### src/hw/rtl/lik_pkg.sv
package lik_pkg;

   // Fixed field and datapath widths
   localparam int unsigned NUM_AXES    = 3;
   localparam int unsigned COORD_W     = 16;
   localparam int unsigned LINK_W      = 14;
   localparam int unsigned ANGLE_W     = 15;
   localparam int unsigned ACC_W       = 32;
   localparam int unsigned SQ_IN_W     = 64;
   localparam int unsigned SQ_OUT_W    = 32;
   localparam int unsigned SQ_STEPS    = SQ_IN_W / 2;
   localparam int unsigned MUL_W       = 32;
   localparam int unsigned COR_IN_W    = 34;
   localparam int unsigned COR_W       = 52;
   localparam int unsigned COR_SCALE   = 16;
   localparam int unsigned ATAN_W      = 22;
   localparam int unsigned ATAN_IDX_W  = 5;
   localparam int unsigned NUM_W       = 36;
   localparam int unsigned V_W         = 18;
   localparam int unsigned DIST_W      = 17;
   localparam int unsigned SQR_W       = 28;
   localparam int unsigned D2_W        = 33;
   localparam int unsigned NC_W        = 33;
   localparam int unsigned CSR_ADDR_W  = 4;
   localparam int unsigned CSR_DATA_W  = 32;

   // Angles in 2^-16 degree
   localparam logic signed [ACC_W-1:0] DEG_90     = 32'sd5898240;
   localparam logic signed [ACC_W-1:0] DEG_180    = 32'sd11796480;
   localparam logic signed [ACC_W-1:0] ROUND_HALF = 32'sd512;
   localparam int unsigned             ROUND_SHIFT = 10;
   localparam logic signed [ACC_W-1:0] OUT_MIN    = -32'sd16384;
   localparam logic signed [ACC_W-1:0] OUT_MAX    = 32'sd16383;

   // Link length reset values, 1/16 mm
   localparam logic [LINK_W-1:0] UPPER_RESET = 14'd880;
   localparam logic [LINK_W-1:0] LOWER_RESET = 14'd1240;
   localparam logic [LINK_W-1:0] HIP_RESET   = 14'd440;

   typedef enum logic [1:0] {
      CSR_UPPER_LINK = 2'd0,
      CSR_LOWER_LINK = 2'd1,
      CSR_HIP_OFFSET = 2'd2
   } csr_index_type;

   typedef enum logic [4:0] {
      ST_IDLE,
      ST_STEP,
      ST_MUL_XX,
      ST_MUL_YY,
      ST_SQ_W,
      ST_WAIT_W,
      ST_MUL_VV,
      ST_MUL_ZZ,
      ST_SQ_D,
      ST_WAIT_D,
      ST_COR_ZV,
      ST_WAIT_ZV,
      ST_MUL_AA,
      ST_MUL_BB,
      ST_MUL_AB,
      ST_MUL_AD,
      ST_NUM,
      ST_AC_SETUP,
      ST_AC_MDD,
      ST_AC_MNN,
      ST_AC_SQ,
      ST_AC_WAIT_SQ,
      ST_AC_COR,
      ST_AC_WAIT_COR,
      ST_COR_G,
      ST_WAIT_G,
      ST_OUT
   } state_type;

   // atan(2^-i) in 2^-16 degree
   function automatic logic [ATAN_W-1:0] atan_entry(input logic [ATAN_IDX_W-1:0] idx);
      logic [ATAN_W-1:0] val;
      unique case (idx)
         5'd0:    val = 22'd2949120;
         5'd1:    val = 22'd1740967;
         5'd2:    val = 22'd919879;
         5'd3:    val = 22'd466945;
         5'd4:    val = 22'd234379;
         5'd5:    val = 22'd117304;
         5'd6:    val = 22'd58665;
         5'd7:    val = 22'd29335;
         5'd8:    val = 22'd14668;
         5'd9:    val = 22'd7334;
         5'd10:   val = 22'd3667;
         5'd11:   val = 22'd1833;
         5'd12:   val = 22'd917;
         5'd13:   val = 22'd458;
         5'd14:   val = 22'd229;
         5'd15:   val = 22'd115;
         5'd16:   val = 22'd57;
         5'd17:   val = 22'd29;
         5'd18:   val = 22'd14;
         5'd19:   val = 22'd7;
         5'd20:   val = 22'd4;
         5'd21:   val = 22'd2;
         5'd22:   val = 22'd1;
         default: val = 22'd0;
      endcase
      return val;
   endfunction

   // Round to 1/64 degree and saturate
   function automatic logic signed [ANGLE_W-1:0] to_servo(input logic signed [ACC_W-1:0] r);
      logic signed [ACC_W-1:0] q;
      q = (r + ROUND_HALF) >>> ROUND_SHIFT;
      if (q < OUT_MIN) begin
         q = OUT_MIN;
      end else if (q > OUT_MAX) begin
         q = OUT_MAX;
      end
      return ANGLE_W'(q);
   endfunction

endpackage

### src/hw/rtl/lik_cordic.sv
module lik_cordic #(
   parameter int CORDIC_ITERATIONS = 16
) (
   input  logic                               clock,
   input  logic                               reset,
   input  logic                               start,
   input  logic signed [lik_pkg::COR_IN_W-1:0] y_in,
   input  logic signed [lik_pkg::COR_IN_W-1:0] x_in,
   output logic                               done,
   output logic signed [lik_pkg::ACC_W-1:0]   angle
);

   localparam int CNT_W = $clog2(CORDIC_ITERATIONS);

   logic signed [lik_pkg::COR_W-1:0] x_ff, x_in_nx;
   logic signed [lik_pkg::COR_W-1:0] y_ff, y_in_nx;
   logic signed [lik_pkg::ACC_W-1:0] acc_ff, acc_in;
   logic [CNT_W-1:0] cnt_ff, cnt_in;
   logic busy_ff, busy_in;
   logic done_ff, done_in;
   logic zero_ff, zero_in;
   logic signed [lik_pkg::COR_IN_W-1:0] xs, ys;
   logic signed [lik_pkg::COR_W-1:0] dx, dy;
   logic signed [lik_pkg::ACC_W-1:0] atan_ext;

   assign dx       = x_ff >>> cnt_ff;
   assign dy       = y_ff >>> cnt_ff;
   assign atan_ext = lik_pkg::ACC_W'(lik_pkg::atan_entry(lik_pkg::ATAN_IDX_W'(cnt_ff)));

   // Pre-rotate into the right half plane, then one vectoring step per cycle
   always_comb begin
      x_in_nx = x_ff;
      y_in_nx = y_ff;
      acc_in  = acc_ff;
      cnt_in  = cnt_ff;
      busy_in = busy_ff;
      zero_in = zero_ff;
      done_in = 1'b0;
      xs      = x_in;
      ys      = y_in;
      if (start) begin
         zero_in = (x_in == '0) && (y_in == '0);
         acc_in  = '0;
         if (x_in < 0) begin
            acc_in = (y_in >= 0) ? lik_pkg::DEG_180 : -lik_pkg::DEG_180;
            xs     = -x_in;
            ys     = -y_in;
         end
         x_in_nx = lik_pkg::COR_W'(xs) <<< lik_pkg::COR_SCALE;
         y_in_nx = lik_pkg::COR_W'(ys) <<< lik_pkg::COR_SCALE;
         cnt_in  = '0;
         busy_in = 1'b1;
      end else if (busy_ff) begin
         if (y_ff > 0) begin
            x_in_nx = x_ff + dy;
            y_in_nx = y_ff - dx;
            acc_in  = acc_ff + atan_ext;
         end else begin
            x_in_nx = x_ff - dy;
            y_in_nx = y_ff + dx;
            acc_in  = acc_ff - atan_ext;
         end
         cnt_in = cnt_ff + 1'b1;
         if (cnt_ff == CNT_W'(CORDIC_ITERATIONS-1)) begin
            busy_in = 1'b0;
            done_in = 1'b1;
         end
      end
   end

   always_ff @(posedge clock) begin
      if (reset) begin
         busy_ff <= 1'b0;
         done_ff <= 1'b0;
      end else begin
         busy_ff <= busy_in;
         done_ff <= done_in;
      end
   end

   always_ff @(posedge clock) begin
      x_ff    <= x_in_nx;
      y_ff    <= y_in_nx;
      acc_ff  <= acc_in;
      cnt_ff  <= cnt_in;
      zero_ff <= zero_in;
   end

   assign done  = done_ff;
   assign angle = zero_ff ? '0 : acc_ff;

endmodule

### config.mk
export PLATFORM = sky130hd
export DESIGN_NAME = lik_cordic
export DESIGN_NICKNAME = d
export VERILOG_FILES = /design/src/hw/rtl/lik_pkg.sv /design/src/hw/rtl/lik_cordic.sv
export SDC_FILE = /design/constraint.sdc
export NUM_CORES = 1
export LEC_CHECK = 0
export ABC_AREA = 1
export BUFFER_PORTS_ARGS = -buffer_cell sky130_fd_sc_hd__buf_2
export CELL_PAD_IN_SITES_DETAIL_PLACEMENT = 1
export CELL_PAD_IN_SITES_GLOBAL_PLACEMENT = 1
export CORE_AREA = 8 8 259 236
export CTS_BUF_LIST = sky130_fd_sc_hd__clkbuf_8
export DETAILED_ROUTE_END_ITERATION = 10
export DIE_AREA = 0 0 267 244
export PLACE_DENSITY = 0.85
export SYNTH_ARGS = -nofsm -noshare
export SYNTH_HDL_FRONTEND = slang
export SYNTH_SLANG_ARGS = --single-unit
### constraint.sdc
create_clock -name clock -period 13.6 [get_ports clock]
set_clock_uncertainty 0.05 [all_clocks]
set_input_delay 0.68 -clock clock [delete_from_list [all_inputs] [get_ports clock]]
set_output_delay 0.68 -clock clock [all_outputs]
set_load 0.1 [all_outputs]
# Word level (Yosys, flattened, before mapping)
# Memories as Yosys holds them, arrays and structs flattened. A register that Yosys moved wholly into a read port is not among the register bits.
# Cells that the tools add are included.
dict set report classes {
  addsub 9
  div_mod_pow 0
  n_eq_ne 1
  n_lt_le_gt_ge 3
  reduce_logical 5
  n_mul 0
  muxes 20
  bitwise_logic 1
  shift 2
}
# cell count
set ops {}
lappend ops {{2-to-1 mux 52 bit} 6}
lappend ops {{2-to-1 mux 32 bit} 6}
lappend ops {{adder 52 bit} 2}
lappend ops {{>>> shifter 52 x 4 -> 52 bit} 2}
lappend ops {{subtractor 52 bit} 2}
lappend ops {{zero test 34 bit} 2}
lappend ops {{2-to-1 mux 34 bit} 2}
lappend ops {{negation 34 bit} 2}
lappend ops {{> comparator 52 x 1 -> 1 bit, second input constant} 1}
lappend ops {{>= comparator 34 x 1 -> 1 bit, second input constant} 1}
lappend ops {{< comparator 34 x 1 -> 1 bit, second input constant} 1}
lappend ops {{adder 32 x 23 -> 32 bit} 1}
lappend ops {{subtractor 32 x 23 -> 32 bit} 1}
lappend ops {{2-to-1 mux 4 bit} 2}
lappend ops {{adder 4 x 1 -> 4 bit, second input constant} 1}
lappend ops {{== test 4 bit, second input constant} 1}
lappend ops {{2-to-1 mux 1 bit} 4}
lappend ops {{OR reduction 3 bit} 1}
lappend ops {{nonzero test 2 bit} 1}
lappend ops {{logical AND 1 bit} 1}
lappend ops {{NOT 1 bit} 1}
dict set report word_totals {
  mem_bits_rw 0
  reg_bits 143
  romBits 352
  latch_bits 0
  in_bits 71
  mem_count 1
}
# name words width read_ports rd_ports_with_merged_regs wr line
set mem_list {}
lappend mem_list {{(name not given)} 16 22 1 1 0 lik_pkg.sv:79} ;# unique case (idx)

# Longest topological paths before layout
dict set report depth {
  word_depth 5
  depth_mapped 36
}

# Least setup slack after synthesis
# Ideal clock, no wire load.
dict set report synth_path {
  kind {input to register}
  start {input port start}
  end {register acc_ff[0] (netlist bit) (enable)}
  cell_stages 3
  required_ns 13.041
  setup_time_ns 0.509
  arrival_time_ns 3.942
  path_buffers 1
  slack_ns 9.099
  path_cell_list {nor2_1 -> clkinv_1 -> clkbuf_1}
}
dict set report synth_via {
  elab_chain_cells 1
}
# item line
set synth_rtl {}
lappend synth_rtl {{from (decl)} lik_cordic.sv:6} ;# input logic start,
lappend synth_rtl {{nonzero test 2 bit (no source line)} --}
lappend synth_rtl {{to (signal assigned)} lik_cordic.sv:84} ;# acc_ff <= acc_in;
lappend synth_rtl {{to (decl)} lik_cordic.sv:17} ;# logic signed [lik_pkg::ACC_W-1:0] acc_ff, acc_in;
# No other way between the ends.
# A chain may end at the register's enable or synchronous reset.

# Worst setup path after layout
dict set report layout_path {
  start {register cnt_ff[1]}
  end {register x_ff[39] (netlist bit), data pin}
}
dict set report layout_via {
  elab_chain_cells 5
}
# item line
set layout_rtl {}
lappend layout_rtl {{from (decl)} lik_cordic.sv:18} ;# logic [CNT_W-1:0] cnt_ff, cnt_in;
lappend layout_rtl {{from (signal assigned)} lik_cordic.sv:85} ;# cnt_ff <= cnt_in;
lappend layout_rtl {{>>> shifter 52 x 4 -> 52 bit *} lik_cordic.sv:27} ;# assign dy = y_ff >>> cnt_ff;
lappend layout_rtl {{subtractor 52 bit or adder 52 bit (tied branches)} {lik_cordic.sv:59, lik_cordic.sv:55}}
lappend layout_rtl {{2-to-1 mux 52 bit *} lik_cordic.sv:54} ;# if (y_ff > 0) begin
lappend layout_rtl {{2-to-1 mux 52 bit *} lik_cordic.sv:53} ;# end else if (busy_ff) begin
lappend layout_rtl {{2-to-1 mux 52 bit *} lik_cordic.sv:41} ;# if (start) begin
lappend layout_rtl {{via x_in_nx (one bit)} lik_cordic.sv:15} ;# logic signed [lik_pkg::COR_W-1:0] x_ff, x_in_nx;
lappend layout_rtl {{to (signal assigned)} lik_cordic.sv:82} ;# x_ff <= x_in_nx;
lappend layout_rtl {{to (decl)} lik_cordic.sv:15}
# The timed path passes the listed nets; every way through them passes the cells marked *. The select of a mux whose other input is x is not followed.

==> results.md <==
* Status: finished clean
* R2R Path Start: cnt_ff[1]
* Worst Path Buf+Inv at 5
* Max Cap Viol at 0
* Reg2reg end: x_ff[39]
* Detailed Route WL at 107000 µm
* Initial core utilization at 0.444
* Layout area overhead at 5.32%
* Max FO, Critical Path at 69
* Worst r2r path cells at 28
* Post-Route Utilization at 0.467
* Routability cong. at 1.05
* Crit path time final at 7.21 ns
* Post-Synth Simple-Gate Area at 0.419
* Pwr dens at 187 nW/µm²
* Fillers at 8147
* Reg clk slew, reported paths at 0.12 ns
* Core ar. at 56600 µm²
* Die Height at 244 µm
* Synth warnings at 0
* Worst hold path type: input port to register
* Hold path depth at 2
* P_leak at 12.7 nW
* Crit path top cell by count: nand2_1
* Crit-path slowest cell: buf_4
* Sequential fraction of the synthesis area at 0.173
* Final WS setup at 6.39 ns
* Worst path max stage delay at 0.70 ns
* Final Max Slew Viols at 0
* Vias at 30400
* # rows at 83
* Vias in the first global route at 30300
* XOR/XNOR Fraction of Synth Area at 0.0551
* Cts hold-fix bufs at 0
* Residual DRC at 0
* I/O Buffers at 103
* Root Driver: clkbuf_8
* EDFF count, synth at 105
* Post-synthesis mux area share at 0.00279
* Final Hold Vio Count at 0
* Final worst path period share at 0.530
* NumNets Final at 4551
* Hold path endpoint: busy_ff
* Total global routing overflow at 0
* Hold Crit Start: reset
* CTS sink cnt at 165
* Tot GR Track Use at 0.318
* Drt wl/cell at 20.9 µm
* Pre-CTS setup slack at 6.68 ns
* Iter 0 DRT Violations at 2584
* Post-Syn Nets at 4554
* Top cells by area, synth: nand2_1, edfxtp_1, nand3_1, ha_1, nor2_1
* VDD IR-drop max at 134 µV
* Relative slew slack at 0.208
* Vias per inst at 5.95
* Worst setup EP type: register
* Worst EP arrival at 7.50 ns
* Initial antenna violation count at 4
* Post-synth top cells: nand2_1, nand3_1, nor2_1
* # IOs at 104
* Flops & latches, synth at 165
* Post-route setup TNS at 0 ns
* Synth top area share at 0.181
* Area of the die at 65100 µm²
* RSZ-0062 raised after global routing: no
* Required @ worst endpoint at 13.89 ns
* Cell Area, Synth at 25100 µm²
* Distinct cell type count after synthesis at 61
* CTS Buffer Depth at 2
* Crit path launch type: register
* Total CTS buffers at 17
* Fraction of layout cells with a size suffix above 1 at 0.0597
* Hold WS at 0.222 ns
* Largest area contributor in the netlist: nand2_1
* Synth Area per Inst at 5.80 µm²
* Peak Freq at 139 MHz
* Post_cts resized at 0
* Setup repair bufs after CTS at 0
* HPWL after DPL at 85800 µm
* Final number of setup-violating endpoints at 0
* Synth Area in Compound Gates at 0.173
* Adder-Cell Fraction of Synth Area at 0.0776
* Combinational family with the most area after synthesis: simple AND/OR/NAND/NOR gates
* Largest net degree at the start of global routing at 108
* Most common cell in the synthesized netlist: nand2_1
* TritonRoute pass-1 iters at 5
* Reg2reg setup slack at 6.39 ns
* Cell family with most CP delay: simple AND/OR/NAND/NOR gates
* Least-Margin Pin Slew at 1.19 ns
* Async S/R FF share, synth at 0
* Die width at 267 µm
* Worst-Skew Late Latency at 0.59 ns
* H-tree depth at 4
* CTS tree: yes
* Global-route wire length before repair at 167000 µm
* Kind of critical path: register to register
* Most used flip-flop cell after synthesis: edfxtp_1
* Final antenna-violating net count at 0
* Gate Count Post-Synth at 4329
[report_power, final]
group | internal (mW) | switching, mW | leakage, nW | total, mW
Sequential | 0.682 | 0.158 | 1.59 | 0.839
Combinational | 1.12 | 2.59 | 11.0 | 3.72
Clock | 0.137 | 0.266 | 0.197 | 0.403
[logic make-up (layout without fill, tap and decap cells)]
kind of cell	count (synthesis)	in the layout
AND/OR/NAND/NOR	2460	2460
other	0	1
multiplexers	7	7
XOR/XNOR	158	158
adder cells (fa/ha/maj)	154	154
buffers and inverters	617	627
AO/OA/AOI/OAI	768	768
flip-flops	165	165
[through the flow]
step                      power [mW]  cells  cell area, µm²
final                           4.96   5105           26500
after global routing            5.35   5105           26500
after CTS                       4.88   5104           26500
after detailed placement        4.44   5072           26100
after global placement          4.35   5072           26100
after floorplan                 3.43   4329           25100
[layout make-up]
cell class | count | area [µm²] | share of cell area
Sequential cell | 165 | 4360 | 0.165
Clock buffer | 17 | 234 | 0.00884
Antenna cell | 1 | 2.50 | 0.0000946
Multi-Input combinational cell | 3547 | 18300 | 0.692
Tap cell | 765 | 957 | 0.0362
Timing Repair Buffer | 124 | 673 | 0.0254
Clock inverter | 15 | 154 | 0.00582
Inverter | 471 | 1780 | 0.0671
[layout by cell type (no fill, tap or decap), types with 14 or more instances in the layout]
| cell | n |
|---|---|
| a21oi_1 | 259 |
| nor3_1 | 65 |
| nand2_1 | 1213 |
| dfxtp_1 | 56 |
| xor2_1 | 123 |
| edfxtp_1 | 105 |
| a21o_1 | 15 |
| o22ai_1 | 32 |
| nor2_2 | 15 |
| o21ai_2 | 20 |
| o21ai_1 | 25 |
| o21ai_0 | 270 |
| nand4_1 | 46 |
| nor2_1 | 456 |
| a31oi_1 | 39 |
| inv_2 | 19 |
| nor4_1 | 25 |
| clkbuf_8 | 17 |
| o21bai_1 | 26 |
| inv_1 | 448 |
| o211ai_1 | 21 |
| buf_2 | 103 |
| xnor2_1 | 35 |
| o21a_1 | 14 |
| ha_1 | 151 |
| buf_4 | 21 |
| nand3_1 | 571 |
[worst reg2reg max path: cells and delay by family (launching register included)]
kind                     cells  cell delay [ns]
AO/OA/AOI/OAI                6             1.76
buffers and inverters        5             1.51
AND/OR/NAND/NOR             14             2.32
adder cells (fa/ha/maj)      2             0.64
flip-flops                   1             0.48
XOR/XNOR                     1             0.21
[how the worst max path moves through the flow]
stage | from | to | slack, ns | cells after the start
finish | cnt_ff[1] | x_ff[39] | 6.39 | 28
global placement | cnt_ff[1] | x_ff[39] | 6.82 | 28
detailed placement | cnt_ff[1] | x_ff[39] | 6.68 | 28
global route | cnt_ff[1] | x_ff[39] | 6.04 | 28
floorplan | start | acc_ff[0] | 9.10 | 3
CTS | cnt_ff[1] | x_ff[39] | 6.65 | 28
[flip-flops by register name (all words and copies together) (netlist names)]
register,flops
acc_ff,32
done,1
cnt_ff,4
x_ff,52
busy_ff,1
y_ff,52
atan_ext,22
zero_ff,1
[metal layers]
layer | wire length, µm | GRT usage
met3 | 8480 | 0.0561
met5 | 9 | 0
met1 | 46700 | 0.425
met2 | 46300 | 0.496
met4 | 5020 | 0.144
Power figures use the tool's default switching activity.
