**src/hw/rtl/lik_pkg.sv**
```systemverilog
package lik_pkg;

   // Fixed field and datapath widths
   localparam int unsigned NUM_AXES    = 3;
   localparam int unsigned COORD_W     = 16;
   localparam int unsigned LINK_W      = 14;
   localparam int unsigned ANGLE_W     = 15;
   localparam int unsigned ACC_W       = 32;
   localparam int unsigned SQ_IN_W     = 64;
   localparam int unsigned SQ_OUT_W    = 32;
   localparam int unsigned SQ_STEPS    = SQ_IN_W / 2;
   localparam int unsigned MUL_W       = 32;
   localparam int unsigned COR_IN_W    = 34;
   localparam int unsigned COR_W       = 52;
   localparam int unsigned COR_SCALE   = 16;
   localparam int unsigned ATAN_W      = 22;
   localparam int unsigned ATAN_IDX_W  = 5;
   localparam int unsigned NUM_W       = 36;
   localparam int unsigned V_W         = 18;
   localparam int unsigned DIST_W      = 17;
   localparam int unsigned SQR_W       = 28;
   localparam int unsigned D2_W        = 33;
   localparam int unsigned NC_W        = 33;
   localparam int unsigned CSR_ADDR_W  = 4;
   localparam int unsigned CSR_DATA_W  = 32;

   // Angles in 2^-16 degree
   localparam logic signed [ACC_W-1:0] DEG_90     = 32'sd5898240;
   localparam logic signed [ACC_W-1:0] DEG_180    = 32'sd11796480;
   localparam logic signed [ACC_W-1:0] ROUND_HALF = 32'sd512;
   localparam int unsigned             ROUND_SHIFT = 10;
   localparam logic signed [ACC_W-1:0] OUT_MIN    = -32'sd16384;
   localparam logic signed [ACC_W-1:0] OUT_MAX    = 32'sd16383;

   // Link length reset values, 1/16 mm
   localparam logic [LINK_W-1:0] UPPER_RESET = 14'd880;
   localparam logic [LINK_W-1:0] LOWER_RESET = 14'd1240;
   localparam logic [LINK_W-1:0] HIP_RESET   = 14'd440;

   typedef enum logic [1:0] {
      CSR_UPPER_LINK = 2'd0,
      CSR_LOWER_LINK = 2'd1,
      CSR_HIP_OFFSET = 2'd2
   } csr_index_type;

   typedef enum logic [4:0] {
      ST_IDLE,
      ST_STEP,
      ST_MUL_XX,
      ST_MUL_YY,
      ST_SQ_W,
      ST_WAIT_W,
      ST_MUL_VV,
      ST_MUL_ZZ,
      ST_SQ_D,
      ST_WAIT_D,
      ST_COR_ZV,
      ST_WAIT_ZV,
      ST_MUL_AA,
      ST_MUL_BB,
      ST_MUL_AB,
      ST_MUL_AD,
      ST_NUM,
      ST_AC_SETUP,
      ST_AC_MDD,
      ST_AC_MNN,
      ST_AC_SQ,
      ST_AC_WAIT_SQ,
      ST_AC_COR,
      ST_AC_WAIT_COR,
      ST_COR_G,
      ST_WAIT_G,
      ST_OUT
   } state_type;

   // atan(2^-i) in 2^-16 degree
   function automatic logic [ATAN_W-1:0] atan_entry(input logic [ATAN_IDX_W-1:0] idx);
      logic [ATAN_W-1:0] val;
      unique case (idx)
         5'd0:    val = 22'd2949120;
         5'd1:    val = 22'd1740967;
         5'd2:    val = 22'd919879;
         5'd3:    val = 22'd466945;
         5'd4:    val = 22'd234379;
         5'd5:    val = 22'd117304;
         5'd6:    val = 22'd58665;
         5'd7:    val = 22'd29335;
         5'd8:    val = 22'd14668;
         5'd9:    val = 22'd7334;
         5'd10:   val = 22'd3667;
         5'd11:   val = 22'd1833;
         5'd12:   val = 22'd917;
         5'd13:   val = 22'd458;
         5'd14:   val = 22'd229;
         5'd15:   val = 22'd115;
         5'd16:   val = 22'd57;
         5'd17:   val = 22'd29;
         5'd18:   val = 22'd14;
         5'd19:   val = 22'd7;
         5'd20:   val = 22'd4;
         5'd21:   val = 22'd2;
         5'd22:   val = 22'd1;
         default: val = 22'd0;
      endcase
      return val;
   endfunction

   // Round to 1/64 degree and saturate
   function automatic logic signed [ANGLE_W-1:0] to_servo(input logic signed [ACC_W-1:0] r);
      logic signed [ACC_W-1:0] q;
      q = (r + ROUND_HALF) >>> ROUND_SHIFT;
      if (q < OUT_MIN) begin
         q = OUT_MIN;
      end else if (q > OUT_MAX) begin
         q = OUT_MAX;
      end
      return ANGLE_W'(q);
   endfunction

endpackage

```
**src/hw/rtl/lik_isqrt.sv**
```systemverilog
module lik_isqrt (
   input  logic                         clock,
   input  logic                         reset,
   input  logic                         start,
   input  logic [lik_pkg::SQ_IN_W-1:0]  radicand,
   output logic                         done,
   output logic [lik_pkg::SQ_OUT_W-1:0] root
);

   logic [lik_pkg::SQ_IN_W-1:0] rem_ff, rem_in;
   logic [lik_pkg::SQ_IN_W-1:0] res_ff, res_in;
   logic [lik_pkg::SQ_IN_W-1:0] bit_ff, bit_in;
   logic [$clog2(lik_pkg::SQ_STEPS)-1:0] cnt_ff, cnt_in;
   logic busy_ff, busy_in;
   logic done_ff, done_in;
   logic [lik_pkg::SQ_IN_W:0] trial;

   // One result bit per cycle, restoring method
   always_comb begin
      rem_in  = rem_ff;
      res_in  = res_ff;
      bit_in  = bit_ff;
      cnt_in  = cnt_ff;
      busy_in = busy_ff;
      done_in = 1'b0;
      trial   = {1'b0, res_ff} + {1'b0, bit_ff};
      if (start) begin
         rem_in  = radicand;
         res_in  = '0;
         bit_in  = {2'b01, {(lik_pkg::SQ_IN_W-2){1'b0}}};
         cnt_in  = '0;
         busy_in = 1'b1;
      end else if (busy_ff) begin
         if ({1'b0, rem_ff} >= trial) begin
            rem_in = rem_ff - trial[lik_pkg::SQ_IN_W-1:0];
            res_in = (res_ff >> 1) + bit_ff;
         end else begin
            res_in = res_ff >> 1;
         end
         bit_in = bit_ff >> 2;
         cnt_in = cnt_ff + 1'b1;
         if (cnt_ff == ($clog2(lik_pkg::SQ_STEPS))'(lik_pkg::SQ_STEPS-1)) begin
            busy_in = 1'b0;
            done_in = 1'b1;
         end
      end
   end

   always_ff @(posedge clock) begin
      if (reset) begin
         busy_ff <= 1'b0;
         done_ff <= 1'b0;
      end else begin
         busy_ff <= busy_in;
         done_ff <= done_in;
      end
   end

   always_ff @(posedge clock) begin
      rem_ff <= rem_in;
      res_ff <= res_in;
      bit_ff <= bit_in;
      cnt_ff <= cnt_in;
   end

   assign done = done_ff;
   assign root = res_ff[lik_pkg::SQ_OUT_W-1:0];

endmodule

```
**config.mk**
```make
export PLATFORM = sky130hd
export DESIGN_NAME = lik_isqrt
export DESIGN_NICKNAME = d
export VERILOG_FILES = /design/src/hw/rtl/lik_pkg.sv /design/src/hw/rtl/lik_isqrt.sv
export SDC_FILE = /design/constraint.sdc
export NUM_CORES = 1
export LEC_CHECK = 0
export BUFFER_PORTS_ARGS = -buffer_cell sky130_fd_sc_hd__buf_2
export CAP_MARGIN = 25
export CORE_MARGIN = 8
export CORE_UTILIZATION = 55
export DETAILED_ROUTE_END_ITERATION = 12
export PLACE_DENSITY_LB_ADDON = 0.15
export SLEW_MARGIN = 20
export SYNTH_ARGS = -nofsm -noshare
export SYNTH_HDL_FRONTEND = slang
export SYNTH_SLANG_ARGS = --single-unit
```
**constraint.sdc**
```tcl
create_clock -name clock -period 14.4 [get_ports clock]
set_input_delay 1.44 -clock clock [delete_from_list [all_inputs] [get_ports clock]]
set_output_delay 1.44 -clock clock [all_outputs]
set_load 0.01 [all_outputs]
```
# After elaboration in Yosys (flattened, before gate mapping)
# Cells that the tools add are included.
totals:
  latch_bits: 0
  input_bits: 67
  reg_bits: 167
  mem_bits_rw: 0
  output_inout_bits: 33
  romBits: 0
  wordCells: 25
  memories: 0
classes:
  muxes: 8
  n_eq_ne: 1
  n_bitwise: 1
  n_addsub: 4
  div: 0
  n_reduce_logical: 4
  order_cmp: 1
  shift: 0
  multipliers: 0
op_table:
  columns: ["op", "n"]
  rows:
  - ["64-bit 2-to-1 mux", 4]
  - ["64-bit by 63-bit adder with 65-bit output", 1]
  - ["64-bit by 65-bit >= comparator with 1-bit output", 1]
  - ["63-bit by 63-bit adder with 64-bit output", 1]
  - ["64-bit subtractor", 1]
  - ["5-bit by 1-bit adder with 5-bit output (second input constant)", 1]
  - ["5-bit == test (second input constant)", 1]
  - ["1-bit 2-to-1 mux", 4]
  - ["2-bit nonzero test", 2]
  - ["3-bit OR reduction", 1]
  - ["2-bit AND reduction", 1]
  - ["1-bit NOT", 1]

# Logic depth before layout (Yosys ltp)
# Gate-level depths: netlist of the first run.
depth:
  depth_word: 5
  ltp_mapped: 27

# Worst setup path after synthesis of the first run
# No wires, ideal clock.
synth_path:
  path_kind: "register -> register"
  startpoint: "reg res_ff[2] (netlist bit)"
  endpoint: "reg rem_ff[0] (netlist bit), enable pin"
  setup_time_ps: 575
  period_less_slack_ps: 10456
  t_required_ps: 13825
  path_buffers: 3
  path_stages_with_launch: 24
  arrival_ps: 9881
  slack_ps: 3944
  path_cell_list: "dfxtp_1 > ha_1 > a31oi_1 > o21ai_0 > a31oi_1 > o21ai_0 > a311oi_1 > o21ai_0 > a31oi_1 > o21bai_1 > a2111oi_0 > a311o_1 > ha_1 > nand4_1 > or3_1 > nor3_1 > nand4_1 > o21a_1 > a221o_1 > clkbuf_1 > or2_1 > buf_6 > clkbuf_1 > o21ai_0"
synth_between:
  elab_chain_cells: 4
synth_rtl:
  columns: ["element", "line_no", "text"]
  rows:
  - ["from (decl)", "lik_isqrt.sv:11", "logic [lik_pkg::SQ_IN_W-1:0] res_ff, res_in;"]
  - ["from (signal assigned)", "lik_isqrt.sv:61", "res_ff <= res_in;"]
  - ["64-bit by 63-bit adder with 65-bit output", "lik_isqrt.sv:26", "trial = {1'b0, res_ff} + {1'b0, bit_ff};"]
  - ["64-bit by 65-bit >= comparator with 1-bit output", "lik_isqrt.sv:34", "if ({1'b0, rem_ff} >= trial) begin"]
  - ["2-bit nonzero test (no source line)", null, null]
  - ["2-bit AND reduction (no source line)", null, null]
  - ["to (signal assigned)", "lik_isqrt.sv:60", "rem_ff <= rem_in;"]
  - ["to (decl)", "lik_isqrt.sv:10", "logic [lik_pkg::SQ_IN_W-1:0] rem_ff, rem_in;"]
# Every way passes these cells.
# A chain may end at the register's enable or synchronous reset.

# Final worst setup path of the first run
layout_path:
  startpoint: "reg res_ff[2] (netlist bit)"
  endpoint: "reg rem_ff[30] (netlist bit), enable pin"
# Same word-level chain as after synthesis.

==> results of run 1 <==
flip-flops by register name (all words and copies together) (netlist names):
signal,count
bit_ff,32
cnt_ff,5
res_ff,64
done,1
rem_ff,64
busy_ff,1
logic make-up (layout without fill, tap and decap cells):
| family | count (synthesis) | after routing | share of synthesized area (%) |
|---|---|---|---|
| compound gates | 616 | 616 | 26.2 |
| xor+xnor | 153 | 153 | 8.50 |
| fa+ha+maj | 133 | 133 | 10.6 |
| buf+inv | 201 | 185 | 5.77 |
| flops | 167 | 167 | 25.3 |
| mux | 55 | 55 | 3.62 |
| simple gates | 688 | 688 | 20.0 |
power by group through the flow:
| stage | clock, mW | combinational [mW] | sequential [mW] |
|---|---|---|---|
| 2_1_floorplan | 0 | 1.41 | 0.721 |
| 6_report | 0.470 | 1.79 | 0.774 |
| 3_5_place_dp | 0 | 1.74 | 0.776 |
| 4_1_cts | 0.478 | 1.76 | 0.771 |
| 3_3_place_gp | 0 | 1.72 | 0.776 |
| 5_1_grt | 0.496 | 1.97 | 0.790 |
area by class of cell:
cell class,count,area share (%)
multi-input cells,1645,65.2
inverters,45,1.01
flip-flops and latches,167,23.9
well taps,384,2.88
clock inverters,13,0.765
clock buffers,19,2.78
repair buffers,108,3.41
worst max-delay path by stage:
stage	start	cells after the start	endpoint
final	res_ff[2]$_SDFFE_PP0P_	22	rem_ff[30]$_DFFE_PP_
after CTS	res_ff[2]$_SDFFE_PP0P_	22	rem_ff[30]$_DFFE_PP_
after detailed placement	res_ff[2]$_SDFFE_PP0P_	22	rem_ff[23]$_DFFE_PP_
after global placement	res_ff[2]$_SDFFE_PP0P_	22	rem_ff[23]$_DFFE_PP_
after global routing	res_ff[2]$_SDFFE_PP0P_	22	rem_ff[30]$_DFFE_PP_
after floorplan	res_ff[2]$_SDFFE_PP0P_	23	rem_ff[0]$_DFFE_PP_
worst max-delay path, stage by stage (launching register included):
cell and delay (ps):
dfxtp_1 450, ha_1 310, a31oi_1 330, o21ai_0 220, a31oi_1 420, o21ai_0 330
a311oi_1 660, o21ai_0 280, a31oi_1 360, o21bai_1 190, a2111oi_0 470, a311o_1 200
ha_1 260, nand4_1 150, or3_1 430, nor3_1 270, nand4_1 120, o21a_1 240
a221o_1 300, buf_4 290, or2_1 310, o21ai_4 660, buf_4 590
layer usage:
metal,global-route usage (%),wire length (microns),part of all wire (%),vias to the layer above
met4,6.59,732,1.6,0
met1,34.8,20300,46,6983
met2,42.1,20400,46,515
met5,0,0,0,-
met3,5.06,3090,6.9,59
li1,-,-,-,7378
cells in the final DEF (no fill, tap or decap), types with 9 or more instances in the layout:
cell type,instances
nand2_1,246
nor2_1,198
o21ai_0,134
ha_1,132
a21oi_1,118
dfxtp_1,102
buf_2,98
xnor2_1,93
edfxtp_1,64
xor2_1,60
nor3_1,53
a31oi_1,52
a211oi_1,48
nand4_1,47
inv_1,45
a21o_1,41
mux2i_1,39
o21bai_1,31
nand3_1,28
a311oi_1,27
o21a_1,21
nand2b_1,18
clkbuf_16,18
and3_1,17
a31o_2,17
mux2_2,16
o211ai_1,15
and4_1,14
o31a_1,14
nor2b_1,12
and2_1,12
o31ai_1,12
or3_1,9
a221oi_1,9
buf_4,9
==> run metrics, run 1 <==
hold_ws=528 ps; share of layout cells above drive strength 1=9.36%; Avg Inst Size Synth=7.83 sq um; CTS H-tree lvls=4; R2R cell count=22; vias per inst=6.27; VDD IR max=0.000118 V; worst path required time=14,480 ps; ys async rst share=0%; Rows=62; post-CTS setup buffer count=0; Detail Route Antenna Nets=0; ys flop type=dfxtp_1; final worst path period share=57.5%; initial antenna violation count=0; CP arrival=8360 ps; Hold Path Class=reg -> reg; # fillers=2,686; Hold Crit Depth=2; top-count cell post-synth=nand2_1; Power per Cell Area=182 nW/um^2; reg2reg end=rem_ff[30]$_DFFE_PP_; Synth Register Bits=167; drt pass-1 iters=7; critical path capture point type=register; Leak=6.46 nW; vias in the first global route=14,100; core footprint=28,500 sq um; Worst-path clk slew=70 ps; Slew Limit Headroom=29.3%; Die Y=185 microns; DRT iter0 DRCs=1,259; Final setup viols=0; post_cts resized=0; GRT Resource Usage Total=25.9%; cell area after synthesis=15,800 sq um; Final Critical Period=8270 ps; setup_tns=0 ps; grt ovf=0; total power=3.03 mW; Final Max Slew Viols=0; TritonCTS Buffers=17; Synth area leaders=dfxtp_1 (13%), edfxtp_1 (12%), ha_1 (10%), nand2_1 (5.9%), xnor2_1 (5.2%); NumNets Final=2,184; FF/Latch Area=3990 sq um; area occupied by multi-input gates=10,900 sq um; sequential fraction of the synthesis area=25.3%; DR WL/cell=18.7 microns; Final Util=58.6%; Comb power frac=59.0%; Worst Tran Pin Value=1050 ps; yosys warns=0; chip width=185 microns; post-route clock skew=20.9 ps; global-route wire length before repair=72,700 microns; Detailed Route WL=44,600 microns; Post-synth EDFFs=64; top-area cell type share of the netlist area=13.1%; fmax=121 MHz; Post-Place Cells=2,349; drt drc=0; crit path max fanout=45; IO buf count=99; Antenna diodes=0; CTS tree=yes; Detailed Place HPWL=33,100 microns; Reg2Reg Setup Slack=6130 ps; Vias=14,900; Max-cap violations=0; Internal=1.58 mW; status=finished clean; # clock sinks=167; Placement Cell Area=16,100 sq um; switching power share of the total=47.8%; CP Launch Type=register; count of cell types in the netlist=74; area delta synth->final=5.81%; Finished Layout Cells=2,381; Hold Path Sink=res_ff[0]$_SDFFE_PP0P_; Hold Crit Start=res_ff[0]$_SDFFE_PP0P_; syn nets=2,213; setup ws final=6130 ps; worst setup path class=reg -> reg; Fin. Hold Viols=0; die area=34,300 sq um; largest net degree at the start of global routing=91; Design Area, Final=16,700 sq um; register share of total power=25.5%; Synth area leader=dfxtp_1; top post-synthesis cells by count=nand2_1 (246), nor2_1 (198), o21ai_0 (135), ha_1 (132), a21oi_1 (118); worst r2r src=res_ff[2]$_SDFFE_PP0P_; Starting Density=55.3%; hold_buf cts=0; RSZ-0062 raised after global routing=no; Sw Pwr=1.45 mW; pre-CTS WS=6220 ps; Syn Inst Count=2,013; IO Pins=100; GPL Wtd Cong=0.964; Clk pwr share=15.5%; root buffer cell=clkbuf_16; worst skew pair latency=460 ps; CTS Buffer Depth=2
No activity file was read; power rests on OpenSTA's default activity.
==> run 2: changes to the inputs <==
clock period = 7.5 ns   (was 14.4 ns; I/O delays follow)
==> run 2 against run 1 <==
Clock skew shrank 2.8 ps. Flip-flop and latch count is the same. Final area grew 0.34%. Core utilization grew 0.20 points. Critical path depth shrank 1. Non-clock buffer count grew 8. Clock-buffer cell count grew 3. Cell count grew 0.34%. Register-to-register slack lost 5800 ps. Total power grew 92%. Worst hold slack lost 72 ps. Critical endpoint is now rem_ff[25]$_DFFE_PP_. Global-route usage shrank 0.29 points.
==> run metrics, run 2 (synthesis results as in run 1) <==
crit path max fanout=42; Worst Tran Pin Value=937 ps; NumNets Final=2,192; Starting Density=55.3%; Detailed Route WL=44,700 microns; Finished Layout Cells=2,389; Die Y=185 microns; share of layout cells above drive strength 1=9.73%; Largest regs=rem_ff x64, res_ff x64, bit_ff x32; reg2reg end=rem_ff[25]$_DFFE_PP_; die area=34,300 sq um; pre-CTS WS=271 ps; DR WL/cell=18.7 microns; Detail Route Antenna Nets=0; Antenna diodes=0; CTS Buffer Depth=2; setup_tns=0 ps; vias per inst=6.25; fmax=140 MHz; post-CTS setup buffer count=0; worst r2r src=res_ff[2]$_SDFFE_PP0P_; Hold Path Class=in -> reg; Final setup viols=0; post-route clock skew=18.1 ps; status=finished clean; # fillers=2,667; Detailed Place HPWL=33,300 microns; IO Pins=100; critical path capture point type=register; Vias=14,900; CTS H-tree lvls=4; Critical Path Source=res_ff[2]$_SDFFE_PP0P_; worst skew pair latency=460 ps; DRT met1 WL=20,400 microns; Rows=62; vias in the first global route=14,000; initial antenna violation count=0; top sig layer=met4; core footprint=28,500 sq um; leading cell type in the layout, fill and taps excluded=nand2_1; GRT Resource Usage Total=25.6%; GPL Wtd Cong=0.959; IO buf count=99; Fin. Hold Viols=0; Max-cap violations=0; CP Launch Type=register; root buffer cell=clkbuf_16; drt drc=0; DRT iter0 DRCs=1,404; Final Critical Period=7150 ps; total power=5.83 mW; Setup crit end=rem_ff[25]$_DFFE_PP_; worst setup path class=reg -> reg; CTS tree=yes; Post-Place Cells=2,357; global-route wire length before repair=71,700 microns; CP arrival=7240 ps; most frequent cells in the layout=nand2_1 (246), nor2_1 (198), o21ai_0 (134); Leak=6.49 nW; Final Max Slew Viols=0; R2R cell count=21; setup ws final=350 ps; worst path required time=7590 ps; # clock sinks=167; area delta synth->final=6.17%; Reg2Reg Setup Slack=350 ps; DR WL met2=20,400 microns; TritonCTS Buffers=17; chip width=185 microns; metal3 WL=3000 microns; final worst path period share=95.3%; Worst-path clk slew=70 ps; grt ovf=0; drt pass-1 iters=6; VDD IR max=0.000282 V; Power per Cell Area=348 nW/um^2; largest net degree at the start of global routing=94; Slew Limit Headroom=37.0%
-- run 2: cell types whose count changed in the layout (fill, tap and decap cells not counted), moves of 2 or more --
cell      previous run  this run
buf_4                9        15
inv_8                3         0
clkbuf_1             0         2
clkinv_4             1         6
clkinv_8             2         0
clkbuf_8             1         3
inv_4                3         1
-- run 2: worst max-delay path: stages (launching register included) --
cell	delay [ps]
dfxtp_1	450
ha_1	310
a31oi_1	350
o21ai_0	240
a31oi_1	430
o21ai_0	340
a311oi_2	490
o21ai_0	240
a31oi_1	340
o21bai_1	190
a2111oi_0	450
a311o_1	190
ha_1	240
nand4_1	140
or3_1	420
nor3_1	290
nand4_1	120
o21a_1	250
a221o_1	350
or2_1	280
o21ai_4	150
buf_4	470
-- run 2: final cells by class --
type	instances	area [sq um]	area share, %
Sequential cell	167	3990	23.8
Multi-Input combinational cell	1645	10900	65.1
Clock buffer	22	474	2.83
Clock inverter	10	85.1	0.509
Timing Repair Buffer	116	646	3.86
Inverter	45	169	1.01
Tap cell	384	480	2.87
-- run 2: repair_timing --
action	CTS	global route
endpoints found under the setup margin	0	64
gates resized for setup	0	3
hold buffers	0	0
-- run 2: worst min path at each step --
stage                     slack [ps]                endpoint  depth (start not counted)                    from
final                            460      busy_ff$_SDFF_PP0_                          2                   reset
after detailed placement         490  cnt_ff[3]$_SDFFE_PP0P_                          2  cnt_ff[3]$_SDFFE_PP0P_
after global routing             440      busy_ff$_SDFF_PP0_                          2                   reset
after CTS                        440      busy_ff$_SDFF_PP0_                          2                   reset
after floorplan                  470  cnt_ff[4]$_SDFFE_PP0P_                          2  cnt_ff[4]$_SDFFE_PP0P_
after global placement           480  cnt_ff[4]$_SDFFE_PP0P_                          2  cnt_ff[4]$_SDFFE_PP0P_
-- run 2: where the power goes --
| part | internal (mW) | switching (mW) | total (mW) |
|---|---|---|---|
| clock | 0.457 | 0.410 | 0.867 |
| combinational | 1.34 | 2.15 | 3.49 |
| sequential | 1.26 | 0.210 | 1.47 |
-- run 2: stage by stage --
| step | hold WS (ps) | instance area [sq um] | util, % |
|---|---|---|---|
| after floorplan | 467 | 15800 | - |
| after global placement | 484 | 16200 | 56.7 |
| after detailed placement | 491 | 16200 | 56.7 |
| after CTS | 443 | 16700 | 58.7 |
| after global routing | 444 | 16700 | 58.8 |
| final | 456 | 16700 | 58.8 |
-- run 2: routing by layer --
layer  GRT usage, %  up-vias
li1               -     7385
met1           34.5     6953
met2           41.1      514
met3           4.73       72
met4           7.59        0
met5              0        -
